`src/rtl/core/tcw_pkg.sv`:
```
// Package with the shared types and fixed constants of the text console character writer.
package tcw_pkg;

    localparam int CHAR_W       = 8;
    localparam int ATTR_W       = 8;
    localparam int COL_IN_W     = 7;
    localparam int ROW_IN_W     = 5;
    localparam int CURSOR_OUT_W = 11;
    localparam int IN_DATA_W    = 32;
    localparam int OUT_DATA_W   = 32;
    localparam int QUEUE_DEPTH  = 2;

    localparam logic [CHAR_W-1:0] NEWLINE_CODE = 8'd10;
    localparam logic [ATTR_W-1:0] ATTR_RESET   = 8'd15;
    localparam logic              CMD_PUT      = 1'b0;
    localparam logic              CMD_READ     = 1'b1;

    typedef enum logic [1:0] {
        KIND_PUT,
        KIND_NEWLINE,
        KIND_READ
    } tcw_kind_t;

    typedef enum logic [1:0] {
        ST_CLEAR,
        ST_IDLE,
        ST_READ,
        ST_SCROLL
    } tcw_state_t;

    typedef struct packed {
        tcw_kind_t         kind;
        logic [CHAR_W-1:0] character;
        logic [ATTR_W-1:0] attribute;
        logic              use_position;
    } tcw_cmd_t;

    typedef struct packed {
        logic clearing;
        logic scrolling;
    } tcw_status_t;

endpackage

```
`src/rtl/core/tcw_queue.sv`:
```
// Two-entry queue that decouples the front part from the back part.
module tcw_queue
    import tcw_pkg::*;
#(
    parameter int DATA_W = 32
)(
    input  logic              clk,
    input  logic              rst_n,
    input  logic              push,
    input  logic [DATA_W-1:0] din,
    input  logic              pop,
    output logic [DATA_W-1:0] dout,
    output logic              full,
    output logic              empty
);

    localparam int PTR_W = $clog2(QUEUE_DEPTH);

    logic [DATA_W-1:0] slot_reg [QUEUE_DEPTH];
    logic [PTR_W-1:0]  wptr_reg;
    logic [PTR_W-1:0]  rptr_reg;
    logic [PTR_W:0]    count_reg;
    logic [PTR_W:0]    count_next;

    assign full  = (count_reg == (PTR_W + 1)'(QUEUE_DEPTH));
    assign empty = (count_reg == '0);
    assign dout  = slot_reg[rptr_reg];

    always_comb
    begin
        count_next = count_reg;
        if (push && !pop)
        begin
            count_next = count_reg + 1'b1;
        end
        else if (pop && !push)
        begin
            count_next = count_reg - 1'b1;
        end
    end

    always_ff @(posedge clk or negedge rst_n)
    begin
        if (!rst_n)
        begin
            wptr_reg  <= '0;
            rptr_reg  <= '0;
            count_reg <= '0;
        end
        else
        begin
            count_reg <= count_next;
            if (push)
            begin
                wptr_reg <= wptr_reg + 1'b1;
            end
            if (pop)
            begin
                rptr_reg <= rptr_reg + 1'b1;
            end
        end
    end

    always_ff @(posedge clk)
    begin
        if (push)
        begin
            slot_reg[wptr_reg] <= din;
        end
    end

endmodule

```
`config.mk`:
```
export PLATFORM = sky130hd
export DESIGN_NAME = tcw_queue
export DESIGN_NICKNAME = d
export VERILOG_FILES = /design/src/rtl/core/tcw_pkg.sv /design/src/rtl/core/tcw_queue.sv
export SDC_FILE = /design/constraint.sdc
export NUM_CORES = 1
export LEC_CHECK = 0
export ABC_AREA = 1
export BUFFER_PORTS_ARGS = -buffer_cell sky130_fd_sc_hd__buf_2
export CAP_MARGIN = 40
export CORE_MARGIN = 1
export CORE_UTILIZATION = 52
export CTS_CLUSTER_DIAMETER = 120
export DETAILED_ROUTE_END_ITERATION = 16
export PLACE_DENSITY = 0.79
export SLEW_MARGIN = 25
export SYNTH_ARGS = -nofsm -noshare
export SYNTH_HDL_FRONTEND = slang
export SYNTH_SLANG_ARGS = --single-unit
```
`constraint.sdc`:
```
create_clock -name clk -period 2.95 [get_ports clk]
set_input_delay 0.59 -clock clk [delete_from_list [all_inputs] [get_ports clk]]
set_output_delay 0.59 -clock clk [all_outputs]
set_load 0.005 [all_outputs]
```
Yosys cells after proc, flatten, opt, wreduce, memory -nomap -nowiden. Memories as Yosys holds them, arrays and structs flattened. Index checks and enable logic that the tools add are counted.

Output and inout port bits: 34. Memories kept: 1. Input port bits: 36. Register bits after elaboration: 4. Memory bits (writable): 64.

Mux-type cells: 4. Equal/unequal tests: 1. Reduce and logical (&&, ||, !) cells: 6. Add/sub/neg operators: 4.

Memories: slot_reg (words 2, width 32, read ports 1, clocked after memory_dff 0, write ports 1, line tcw_queue.sv:19) `logic [DATA_W-1:0] slot_reg [QUEUE_DEPTH];`.

Operators by type and width (number): $mux W2 (2); $add A1 B1 Y1 const B (2); $add A2 B1 Y2 const B (1); $eq A2 B2 Y1 const B (1); $logic_and A1 B1 Y1 (2); $logic_not A1 Y1 (2); $logic_not A2 Y1 (1); $mux W1 (2); $reduce_bool A2 Y1 (1); $sub A2 B1 Y2 const B (1).

Longest topological paths before layout.
Depth after elaboration: 4. Gate-level depth with buffers: 7. Mapped depth without buffers: 7.

Worst setup path before layout. Ideal clock, no wire load.

Kind: input -> register. Start point: in push. End point: mem slot_reg[0][0] (enable). Cell stages on the path: 2. Data required time: 2528 ps. Path slack: 549 ps. Arrival time: 1979 ps. Path buffers: 0. Cells stage by stage: inv_1 nor2_1.

Cells in the longest elaborated chain, start to end: 2.

RTL lines: start, declared (line tcw_queue.sv:9) `input logic push,`; $mux W1 (line tcw_queue.sv:66) `if (push)`; $mux W1 (not written as such) (line tcw_queue.sv:68) `slot_reg[wptr_reg] <= din;`; end, declared (line tcw_queue.sv:19).

Every way passes these cells.

Worst setup path in the final report.
Start point: reg rptr_reg. End point: out dout[7].

Cells in the longest elaborated chain, start to end: 1.

RTL lines: start, declared (line tcw_queue.sv:21) `logic [PTR_W-1:0] rptr_reg;`; start signal, assigned (line tcw_queue.sv:59) `rptr_reg <= rptr_reg + 1'b1;`; $mem_v2 Z2 W32; end, declared (line tcw_queue.sv:12) `output logic [DATA_W-1:0] dout,`.

Every way passes these cells.

==> results.md <==
* Outcome: completed
* Register share of total power at 46.3%
* CTS resizes at 0
* Max reg flops at 64
* Max-Cap Viols at 0
* Clk slew on worst S/H paths at 0.07 ns
* Final Hold Vio Count at 0
* Net Sw Frac at 25.9%
* DRT antenna net count at 0
* Final WL at about 4.4 mm
* Die Y at between 70 and 80 um
* Final #Nets at 241
* Period utilization at roughly four fifths
* Clock period minus worst slack at 2.33 ns
* Worst r2r src: wptr_reg
* Worst Max-Slew Pin Slew at between 0.6 and 0.7 ns
* Power Density at 932 nW/um^2
* CTS tree: yes
* Synth warn at 0
* Htree depth at 3
* Worst relative slew slack at a little over half
* First-pass GRT wire length at 6.54 mm
* R2R setup slack at about 1.4 ns
* Initial Util at between 50% and 60%
* XOR/XNOR share of the synthesized area at less than 1%
* Worst Reg-to-Reg Cells at 3
* P_int at around 0.0023 W
* RSZ-0062 raised after global routing: no
* Clock power share at 25.7%
* Placer Congestion at between 0.6 and 0.7
* #FFs+latches synth at just under 70
* Num ports at 70
* Type of the worst setup path: reg2out
* Worst Setup End Kind: output port
* Peak supply drop at 0.000564 V
* DIE WIDTH at 73.6 um
* Overflow after GRT at 0
* CTS max path bufs at 2
* Crit-path max FO at 18
* Post-Synth Simple-Gate Area at 1.55%
* Initial antenna violation count at 0
* Layout area overhead at 23.3%
* Row cnt at 25
* Post-synthesis compound-gate area fraction at 0%
* I/O Buffers at about 70
* WP data required at 2.36 ns
* Setup total negative slack at 0 ns
* CP startpoint kind: flip-flop
* Setup Fix Bufs, Post-CTS at 0
* Synth Cell Area at 2670 um^2
* Fin Clk Skew at around 0.0037 ns
* Mux cell area share after synthesis at 17.6%
* Worst skew pair latency at 0.33 ns
* Total power at 0.00306 W
* Adder-cell share of the synthesized area at 0.469%
* Iter 0 DRT Violations at between 90 and 100
* Pin count of the biggest net entering global routing at 30
* FF-to-FF End: slot_reg[1][19]
* Vias in the first global route at 1385
* Final setup vio count at 0
* Largest family of logic cells by synthesized area: multiplexers
* Most frequent cells in the layout: 69 x buf_2, 64 x edfxtp_1, 29 x mux2_4, 9 x clkbuf_8, 7 x inv_1
* CTS root buf: clkbuf_8
* Total CTS buffers at 9
* Critical Path AT at ~1.7 ns
* Core Box Area at 4820 um^2
* Distinct cells, synth at 14
* Total track usage at 17.8%
* WL/cell at 15.8 um
* ANT cells at 0
* Hold Crit Class: in2async
* Synthesized instance count at 125
* Post-DP HPWL at 3.14 mm
* Commonest non-fill, non-tap cell in the layout: buf_2
* Clk sinks at 68
* Switching pwr at 0.000794 W
* Synth area leader: edfxtp_1
* Synth Net Count at 162
* Combinational Power Share at 28.0%
* DRC viols at 0
* Syn Area/Cell at 21.4 um^2
* DR vias at 1342
* LEAKAGE at 1.38 nW
* Area contributors post-synth: edfxtp_1 72%, mux2_4 16%, dfrtp_1 3.8%
* Post-synthesis sequential area ratio at 75.8%
* F_max at approximately 0.43 GHz
* Die area at 5420 um^2
* Slew Limit Fails at 0
* Fraction of layout cells with a size suffix above 1 at 57.4%
* First-pass DRT Iterations at 4
* Yosys top cell area share at 72.0%
* CTS hold repair buffers at 0
* Drt via density at between 4 and 5
power by group through the flow:
| stage | Combinational, W | Clock [W] | Sequential, W |
|---|---|---|---|
| after floorplan | 0.000686 | 0 | 0.00136 |
| after global placement | 0.000843 | 0 | 0.00142 |
| after detailed placement | 0.000875 | 0 | 0.00145 |
| after CTS | 0.000878 | 0.000802 | 0.00143 |
| after global routing | 0.000933 | 0.000840 | 0.00144 |
| final | 0.000857 | 0.000788 | 0.00142 |
cell type report:
| cell class | instances | area, um^2 |
|---|---|---|
| sequential | 68 | 2020 |
| fill | 353 | 1530 |
| multi-input combinational | 46 | 557 |
| timing repair buffer | 72 | 393 |
| clock buffer | 10 | 128 |
| tap | 67 | 83.8 |
| clock inverter | 6 | 78.8 |
| inverter | 7 | 26.3 |
synthesized netlist by cell type:
cell and count:
buf_12 3, buf_6 1, dfrtp_1 4, edfxtp_1 64, ha_1 1, inv_1 7
mux2_2 3, mux2_4 29, nand2_1 5, nand3_1 1, nand4_1 1, nor2_1 3
xnor2_1 1, xor2_1 2
worst max-delay path by stage:
stage / from / endpoint / slack [ns]
2_1_floorplan: push / slot_reg[0][0] / 0.55
3_3_place_gp: rptr_reg / dout[30] / 0.97
3_5_place_dp: rptr_reg / dout[2] / 0.94
4_1_cts: rptr_reg / dout[30] / 0.57
5_1_grt: rptr_reg / dout[9] / 0.51
6_report: rptr_reg / dout[7] / 0.62
cells by family after synthesis:
kind of cell,Yosys count
muxes,32
and+or+nand+nor,10
xor gates and xnor gates,3
buffers and inverters,11
adders and majority gates,1
DFF,68
layer usage:
metal / track usage [%] / share of wire (%)
met4: 8.97 / 2.0
met2: 31.5 / 56
met1: 17.9 / 35
met5: 0 / 0
met3: 7.13 / 6.5
per-stage QoR:
step / cells / hold slack [ns] / utilization, % / setup WS (ns) / area [um^2]
after floorplan: 125 / 0.294 / - / 0.549 / 2670
after CTS: 276 / 0.0437 / 68.3 / 0.573 / 3290
after global routing: 276 / 0.0412 / 68.3 / 0.511 / 3290
after detailed placement: 260 / 0.405 / 64.0 / 0.940 / 3080
final: 276 / 0.0561 / 68.3 / 0.618 / 3290
after global placement: 260 / 0.400 / 64.0 / 0.972 / 3080
worst max-delay path, cell delays in order, from the launching register on:
cell     delay [ns]
dfrtp_2        0.72
buf_12         0.25
mux2_4         0.31
buf_2          0.13
Note: power is estimated with default switching activity, not from simulation.
