<file path="src/rtl/core/tcw_pkg.sv">
// Package with the shared types and fixed constants of the text console character writer.
package tcw_pkg;

    localparam int CHAR_W       = 8;
    localparam int ATTR_W       = 8;
    localparam int COL_IN_W     = 7;
    localparam int ROW_IN_W     = 5;
    localparam int CURSOR_OUT_W = 11;
    localparam int IN_DATA_W    = 32;
    localparam int OUT_DATA_W   = 32;
    localparam int QUEUE_DEPTH  = 2;

    localparam logic [CHAR_W-1:0] NEWLINE_CODE = 8'd10;
    localparam logic [ATTR_W-1:0] ATTR_RESET   = 8'd15;
    localparam logic              CMD_PUT      = 1'b0;
    localparam logic              CMD_READ     = 1'b1;

    typedef enum logic [1:0] {
        KIND_PUT,
        KIND_NEWLINE,
        KIND_READ
    } tcw_kind_t;

    typedef enum logic [1:0] {
        ST_CLEAR,
        ST_IDLE,
        ST_READ,
        ST_SCROLL
    } tcw_state_t;

    typedef struct packed {
        tcw_kind_t         kind;
        logic [CHAR_W-1:0] character;
        logic [ATTR_W-1:0] attribute;
        logic              use_position;
    } tcw_cmd_t;

    typedef struct packed {
        logic clearing;
        logic scrolling;
    } tcw_status_t;

endpackage

</file>
<file path="src/rtl/core/tcw_front.sv">
// Front part: accepts items, applies the default attribute and resolves the addressed cell.
module tcw_front
    import tcw_pkg::*;
#(
    parameter int COLUMNS = 80,
    parameter int ROWS    = 25,
    parameter int COL_W   = $clog2(COLUMNS),
    parameter int ROW_W   = $clog2(ROWS),
    parameter int CELL_W  = $clog2(COLUMNS * ROWS)
)(
    input  logic                clk,
    input  logic                rst_n,
    input  logic                cfg_we,
    input  logic [ATTR_W-1:0]   cfg_wdata,
    input  logic                in_valid,
    output logic                in_ready,
    input  logic                in_command,
    input  logic [CHAR_W-1:0]   in_character,
    input  logic [ATTR_W-1:0]   in_attribute,
    input  logic                in_use_position,
    input  logic [COL_IN_W-1:0] in_column,
    input  logic [ROW_IN_W-1:0] in_row_index,
    input  logic                hold,
    input  logic                full,
    output logic                push,
    output tcw_cmd_t            cmd,
    output logic [COL_W-1:0]    col_idx,
    output logic [ROW_W-1:0]    row_idx,
    output logic [CELL_W-1:0]   cell_idx
);

    logic [ATTR_W-1:0] default_attr_reg;

    always_ff @(posedge clk or negedge rst_n)
    begin
        if (!rst_n)
        begin
            default_attr_reg <= ATTR_RESET;
        end
        else if (cfg_we)
        begin
            default_attr_reg <= cfg_wdata;
        end
    end

    assign in_ready = !full && !hold;
    assign push     = in_valid && in_ready;

    always_comb
    begin
        if (in_command == CMD_READ)
        begin
            cmd.kind = KIND_READ;
        end
        else if (in_character == NEWLINE_CODE)
        begin
            cmd.kind = KIND_NEWLINE;
        end
        else
        begin
            cmd.kind = KIND_PUT;
        end
        cmd.character    = in_character;
        cmd.attribute    = (in_attribute == '0) ? default_attr_reg : in_attribute;
        cmd.use_position = in_use_position;

        if (int'(in_column) >= COLUMNS)
        begin
            col_idx = COL_W'(COLUMNS - 1);
        end
        else
        begin
            col_idx = COL_W'(in_column);
        end

        if (int'(in_row_index) >= ROWS)
        begin
            row_idx = ROW_W'(ROWS - 1);
        end
        else
        begin
            row_idx = ROW_W'(in_row_index);
        end

        cell_idx = CELL_W'(int'(row_idx) * COLUMNS + int'(col_idx));
    end

endmodule

</file>
<file path="config.mk">
export PLATFORM = sky130hd
export DESIGN_NAME = tcw_front
export DESIGN_NICKNAME = d
export VERILOG_FILES = /design/src/rtl/core/tcw_pkg.sv /design/src/rtl/core/tcw_front.sv
export SDC_FILE = /design/constraint.sdc
export NUM_CORES = 1
export LEC_CHECK = 0
export BUFFER_PORTS_ARGS = -buffer_cell sky130_fd_sc_hd__buf_2
export CAP_MARGIN = 20
export CORE_AREA = 2 2 53 55
export DETAILED_ROUTE_END_ITERATION = 8
export DIE_AREA = 0 0 55 57
export PLACE_DENSITY_LB_ADDON = 0.08
export SLEW_MARGIN = 20
export SYNTH_ARGS = -nofsm -noshare
export SYNTH_HDL_FRONTEND = slang
export SYNTH_SLANG_ARGS = --single-unit
</file>
<file path="constraint.sdc">
create_clock -name clk -period 3.2 [get_ports clk]
set_input_delay 0.48 -clock clk [delete_from_list [all_inputs] [get_ports clk]]
set_output_delay 0.48 -clock clk [all_outputs]
set_load 0.1 [all_outputs]
</file>
Word-level counts from Yosys, hierarchy flattened
Index checks and enable logic that the tools add are counted.

Register bits after elaboration: 8. Bits of input ports: 44. Output and inout bits: 44. Word-level logic and storage cells: 16.

Add/subtract/negate cells: 1. $mul: 1. Order comparisons: 2. Equality and inequality tests: 1. Multiplexer cells: 5. Reduce and logical (&&, ||, !) cells: 5.

Operators with widths (number): 11-bit by 7-bit adder with 11-bit output (1); 8-bit by 4-bit == test with 1-bit output (second input constant) (1); 8-bit logical NOT (1); 8-bit 2-to-1 mux (1); 7-bit >= comparator (second input constant) (1); 5-bit by 3-bit multiplier with 7-bit output (second input constant) (1); 7-bit 2-to-1 mux (1); 5-bit >= comparator (second input constant) (1); 5-bit 2-to-1 mux (1); 1-bit logical AND (2); 1-bit logical NOT (2); 2-bit 2-to-1 mux (1); 1-bit 2-to-1 mux (1).

Depth between registers and ports, before layout
Gate-level depths: netlist of run 1.

Depth in word-level cells: 4. Mapped depth: 9. Mapped depth without buffers: 9.

Worst setup path before layout of run 1
OpenSTA, ideal clock, no wires.

Kind: input-to-output. Start: input in_row_index[3]. End: output cell_idx[10]. Arrival time: 4413 ps. Required time: 2720 ps. Path slack: -1693 ps. Stages on the path: 9. Path buffers: 0. Cells stage by stage: nand2_1 -> and2_1 -> ha_1 -> ha_1 -> fa_1 -> xor2_1 -> nand4_1 -> xnor2_1 -> xnor2_1.

Longest elaborated chain between the ends: 4.

RTL lines: start: declaration (RTL line tcw_front.sv:22) `input logic [ROW_IN_W-1:0] in_row_index,`; 5-bit >= comparator (RTL line tcw_front.sv:76) `if (int'(in_row_index) >= ROWS)`; 5-bit 2-to-1 mux (RTL line tcw_front.sv:76); via row_idx[1] (RTL line tcw_front.sv:28) `output logic [ROW_W-1:0] row_idx,`; 5-bit by 3-bit multiplier with 7-bit output (RTL line tcw_front.sv:85) `cell_idx = CELL_W'(int'(row_idx) * COLUMNS + int'(col_idx));`; 11-bit by 7-bit adder with 11-bit output (RTL line tcw_front.sv:85); end: declaration (RTL line tcw_front.sv:29) `output logic [CELL_W-1:0] cell_idx`.

The timed path passes the listed nets, and every way through them passes these cells.

Worst setup path after layout of run 1
Start: input in_row_index[4]. End: output cell_idx[10].

Longest elaborated chain between the ends: 4.

RTL lines (RTL line): 5-bit >= comparator (tcw_front.sv:76); 5-bit 2-to-1 mux (*) (tcw_front.sv:76); 5-bit by 3-bit multiplier with 7-bit output (*) (tcw_front.sv:85); 11-bit by 7-bit adder with 11-bit output (*) (tcw_front.sv:85).

Mark *: on every way between the ends. The rest lies on a longest branch, timed or not.

==> run_results.csv, run 1 <==
group,metric,value,unit
die,dieHeight,57,um
critical_path,cp_cell_sequence,"buf_2, nand2_2, and2_4, ha_4, ha_4, fa_2, xor2_1, nand4_1, xnor2_2, xnor2_2, buf_12",
timing,worstMarginPinSlew,0.496,ns
clock_tree,ctsResizeCount,0,
grt,grt_first_pass_wirelength,3.31,mm
clock_tree,htreeDepth,1,
timing,slew_headroom,0.672,
clock_tree,cts_tree,"built",
synth,netlist_instances,92,
critical_path,crit_slowest_cell,"fa_2",
placed_design,finalWeightedCongestion,0.703,
cells_and_area,area_growth,66.7,%
routing,wl_per_cell,11.0,um
synth,synth_top_cells_by_count,"14 x buf_4, 11 x a21o_1, 8 x mux2_2",
timing,fin_crit,3.06,ns
status,status,"completed",
routing,routed_wl,2.16,mm
cells_and_area,antenna-diode-count,0,
timing,hold_violations,0,
die,start_util,0.336,
clock_tree,clk_pin_slew,0.06,ns
clock_tree,cts_buffer_depth,2,
critical_path,cp.required,2.72,ns
critical_path,end_kind,"output pin",
routing,drt-initial-drc-count,4,
placed_design,dp_hpwl,1.95,mm
pwr,ir_drop,0.353,mV
critical_path,arrival,2.58,ns
clock_tree,cts_made_buffers,3,
cells_and_area,nets,220,
synth,synth_area_leaders,"buf_4 12%, dfstp_2 12%, dfrtp_1 11%, mux2_2 10%, ha_1 10%",
cells_and_area,largest_reg_flops,8,
clock_tree,clkSinkCount,8,
grt,grt_max_degree,9,
die,num_rows,19,
synth,synth.most_common_cell,"buf_4",
timing,finalCritPeriodShare,0.957,
routing,routed_via_density,4.70,
critical_path,crit_type,"in2out",
routing,vias,926,
synth,synth_edf_count,0,
grt,grt-ovfl-total,0,
synth,yosys_warnings,0,
synth,async_flop_share,1.00,
pwr,leakagePower,0.797,nW
cells_and_area,layout-drive-gt1-share,0.735,
placed_design,dp.cells,193,
clock_tree,clockRootBuffer,"clkbuf_4",
grt,antenna_found_initial,0,
timing,setup_violations,0,
grt,grtUsageTotal,0.143,
placed_design,port-buffer-count,85,
clock_tree,ctsHoldBuffers,0,
grt,grt_pass1_vias,851,
routing,drt_first_pass_iters,4,
cells_and_area,final_cell_count_no_fill,197,
die,die-area,3140,um2
clock_tree,cts_setup_buffers,0,
cells_and_area,regArea,205,um2
synth,syn_nets,145,
die,die_w,55,um
synth,synth_top_area_frac,0.119,
synth,yosysTopAreaCell,"buf_4",
die,coreArea,2620,um2
cells_and_area,multiInputGateArea,703,um2
routing,drc_errors,0,
timing,holdWs,0.0545,ns
synth,avgSynthCellArea,9.56,um2
timing,final-max-slew-violation-count,0,
cells_and_area,nFillCells,256,
synth,ys_seq_area_frac,0.233,
routing,postRouteAntennaNets,0,
clock_tree,clkLatencyLatePin,0.25,ns
timing,clock_skew,0,ns
die,io_pins,88,
timing,max_freq,0.326,GHz
critical_path,crit_path_max_fanout,6,
synth,post_synth_num_cell_types,24,
synth,synth_ff_type,"dfstp_2",
timing,rsz0062_at_grt,"false",
flow_run,max-cap-violations,0,
synth,synth_seq_cells,8,
min_path,holdCritPathClass,"in2async",
synth,syn_area,880,um2
critical_path,cpPeakStageDelay,0.34,ns
critical_path,cp-start-kind,"input pin",
pwr,p_per_area,524,nW/um2
area by class of cell:
class                           count  share of cell area
Multi-Input combinational cell     66               0.480
Timing Repair Buffer               88               0.336
Sequential cell                     8               0.140
Tap cell                           31              0.0265
Clock buffer                        4              0.0179
placed cells by master, fill, tap and decap left out, types with 3 or more instances in the layout:
cell	Yosys	layout
a21o_1	11	11
a21oi_1	3	3
and2_1	4	3
buf_12	0	3
buf_2	0	82
buf_4	14	3
clkbuf_4	0	3
dfrtp_1	4	4
dfstp_2	4	4
ha_1	7	5
mux2_2	8	8
nand2b_1	4	4
nor2_1	4	3
through the flow:
stage           util  instance area (um2)  setup TNS [ns]  power (mW)  setup WS, ns
5_1_grt        0.561                 1470               0       0.807       0.00503
2_1_floorplan      -                 1030          -0.695       0.588        -0.589
4_1_cts        0.558                 1460               0       0.778        0.0868
3_5_place_dp   0.548                 1430               0       0.689        0.0936
6_report       0.561                 1470               0       0.769         0.137
3_3_place_gp   0.548                 1430               0       0.687         0.153
logic make-up (layout without fill, tap and decap cells):
family / Yosys count / after routing / share of synthesized area
simple gates: 26 / 26 / 0.186
buf+inv: 18 / 92 / 0.137
compound gates: 15 / 15 / 0.117
fa+ha+maj: 9 / 9 / 0.145
xor+xnor: 8 / 8 / 0.0797
mux: 8 / 8 / 0.102
flops: 8 / 8 / 0.233
layer usage:
layer  part of all wire  vias up  track usage
met5                  0        -            0
met4             0.0065        0       0.0418
met3               0.12        2       0.0419
met2               0.50       51        0.255
met1               0.36      422        0.159
li1                   -      451            -
worst paths after layout:
kind	startpoint	endpoint	slack, ns	cells past startpoint
max	in_row_index[4]	cell_idx[10]	0.14	11
min	rst_n	default_attr_reg[6]$_DFFE_PN0P_	0.05	1
max reg2reg	default_attr_reg[4]$_DFFE_PN0P_	default_attr_reg[4]$_DFFE_PN0P_	2.45	1
min reg2reg	default_attr_reg[6]$_DFFE_PN0P_	default_attr_reg[6]$_DFFE_PN0P_	0.52	1
max in group asynchronous	rst_n	default_attr_reg[0]$_DFFE_PN1P_	2.90	1
min in group clk	cfg_wdata[5]	default_attr_reg[5]$_DFFE_PN0P_	0.45	2
critical path: cells and delay by family:
family | cells | cell delay [ns]
xor gates and xnor gates | 3 | 0.57
adders and majority gates | 3 | 0.72
buffers and inverters | 2 | 0.36
and+or+nand+nor | 3 | 0.44
power by group:
part           internal, mW  switching, mW
registers             0.115        0.00520
logic                 0.152          0.413
clock network        0.0478         0.0357
No activity file was read; power rests on OpenSTA's default activity.
==> inputs of run 2 (changes only) <==
RECOVER_POWER = 50   (was not set)
==> run_results.csv, run 2 (synthesized netlist as in run 1, its figures left out) <==
group,metric,value,unit
cells_and_area,nets,220,
routing,drc_errors,0,
timing,hold_violations,0,
die,die-area,3140,um2
pwr,p_per_area,529,nW/um2
routing,wl_per_cell,11.0,um
timing,worstMarginPinSlew,1.19,ns
critical_path,end_kind,"output pin",
clock_tree,clk_pin_slew,0.06,ns
placed_design,dp_hpwl,1.95,mm
critical_path,cp.required,2.72,ns
min_path,holdCritPathClass,"in2async",
clock_tree,htreeDepth,1,
routing,routed_via_density,4.70,
routing,postRouteAntennaNets,0,
pwr,leakagePower,0.758,nW
flow_run,max-cap-violations,0,
grt,grt_pass1_vias,851,
pwr,ir_drop,0.353,mV
timing,final-max-slew-violation-count,0,
clock_tree,cts_buffer_depth,2,
critical_path,crit_type,"in2out",
cells_and_area,nFillCells,264,
timing,fin_crit,3.06,ns
clock_tree,cts_tree,"built",
cells_and_area,antenna-diode-count,0,
die,dieHeight,57,um
placed_design,finalWeightedCongestion,0.703,
cells_and_area,largest_reg_flops,8,
grt,grt_first_pass_wirelength,3.31,mm
pwr,power.total,0.767,mW
clock_tree,clkLatencyLatePin,0.25,ns
clock_tree,clkSinkCount,8,
placed_design,port-buffer-count,85,
critical_path,cp-start-kind,"input pin",
clock_tree,clockRootBuffer,"clkbuf_4",
timing,setup_violations,0,
clock_tree,cts_setup_buffers,0,
routing,drt_first_pass_iters,4,
timing,clock_skew,0,ns
clock_tree,ctsHoldBuffers,0,
timing,max_freq,0.326,GHz
cells_and_area,layout_commonest_cell,"buf_2",
die,die_w,55,um
routing,routed_wl,2.17,mm
grt,antenna_found_initial,0,
routing,vias,925,
die,io_pins,88,
die,start_util,0.336,
clock_tree,ctsResizeCount,0,
cells_and_area,layout-drive-gt1-share,0.651,
grt,grt_max_degree,9,
placed_design,dpl_cell_area,1430,um2
cells_and_area,regArea,205,um2
status,status,"completed",
clock_tree,cts_made_buffers,3,
cells_and_area,final_area,1450,um2
routing,drt-initial-drc-count,4,
grt,grt-ovfl-total,0,
timing,finalCritPeriodShare,0.957,
die,num_rows,19,
critical_path,crit_path_max_fanout,6,
critical_path,arrival,2.58,ns
cells_and_area,area_growth,64.7,%
cells_and_area,multiInputGateArea,703,um2
timing,rsz0062_at_grt,"false",
grt,grtUsageTotal,0.143,
cells_and_area,most-common-layout-cells,"68 x buf_2, 15 x clkbuf_1, 11 x a21o_1",
die,coreArea,2620,um2
timing,slew_headroom,0.212,
## run 2: path summary, 6_finish.rpt
check / startpoint / endpoint / slack [ns] / depth (start not counted)
worst max register to register: default_attr_reg[4]$_DFFE_PN0P_ / default_attr_reg[4]$_DFFE_PN0P_ / 2.45 / 1
worst min register to register: default_attr_reg[6]$_DFFE_PN0P_ / default_attr_reg[6]$_DFFE_PN0P_ / 0.52 / 1
worst min-delay path: rst_n / default_attr_reg[6]$_DFFE_PN0P_ / 0.13 / 1
worst max-delay path: in_row_index[4] / cell_idx[10] / 0.14 / 11
min in group clk: cfg_wdata[5] / default_attr_reg[5]$_DFFE_PN0P_ / 0.45 / 2
max in group asynchronous: rst_n / default_attr_reg[0]$_DFFE_PN1P_ / 2.73 / 1
## run 2: worst max-delay path, cell delays in order
cell,delay (ns)
buf_2,0.16
nand2_2,0.09
and2_4,0.17
ha_4,0.22
ha_4,0.16
fa_2,0.34
xor2_1,0.19
nand4_1,0.18
xnor2_2,0.23
xnor2_2,0.15
buf_12,0.20
## run 2: layout make-up
cell class | count | share of cell area
Timing Repair Buffer | 88 | 0.328
Multi-Input combinational cell | 66 | 0.485
Clock buffer | 4 | 0.0181
Sequential cell | 8 | 0.142
Tap cell | 31 | 0.0268
## run 2: stage by stage
stage          TNS (ns)   util  setup WS [ns]  hold slack (ns)  instances
2_1_floorplan    -0.695      -         -0.589            0.184         92
3_3_place_gp          0  0.548          0.153            0.327        193
3_5_place_dp          0  0.548         0.0936            0.337        193
4_1_cts               0  0.558         0.0868           0.0539        197
5_1_grt               0  0.554        0.00353            0.140        197
6_report              0  0.554          0.136            0.130        197
## run 2: layer usage
layer | up-vias | global-route usage | part of all wire
met3 | 2 | 0.0419 | 0.13
met5 | - | 0 | 0
li1 | 450 | - | -
met4 | 0 | 0.0418 | 0.0064
met1 | 422 | 0.159 | 0.36
met2 | 51 | 0.255 | 0.50
## run 2: power breakdown
group	internal [mW]	switching, mW
combinational	0.149	0.413
sequential	0.115	0.00523
clock	0.0478	0.0357
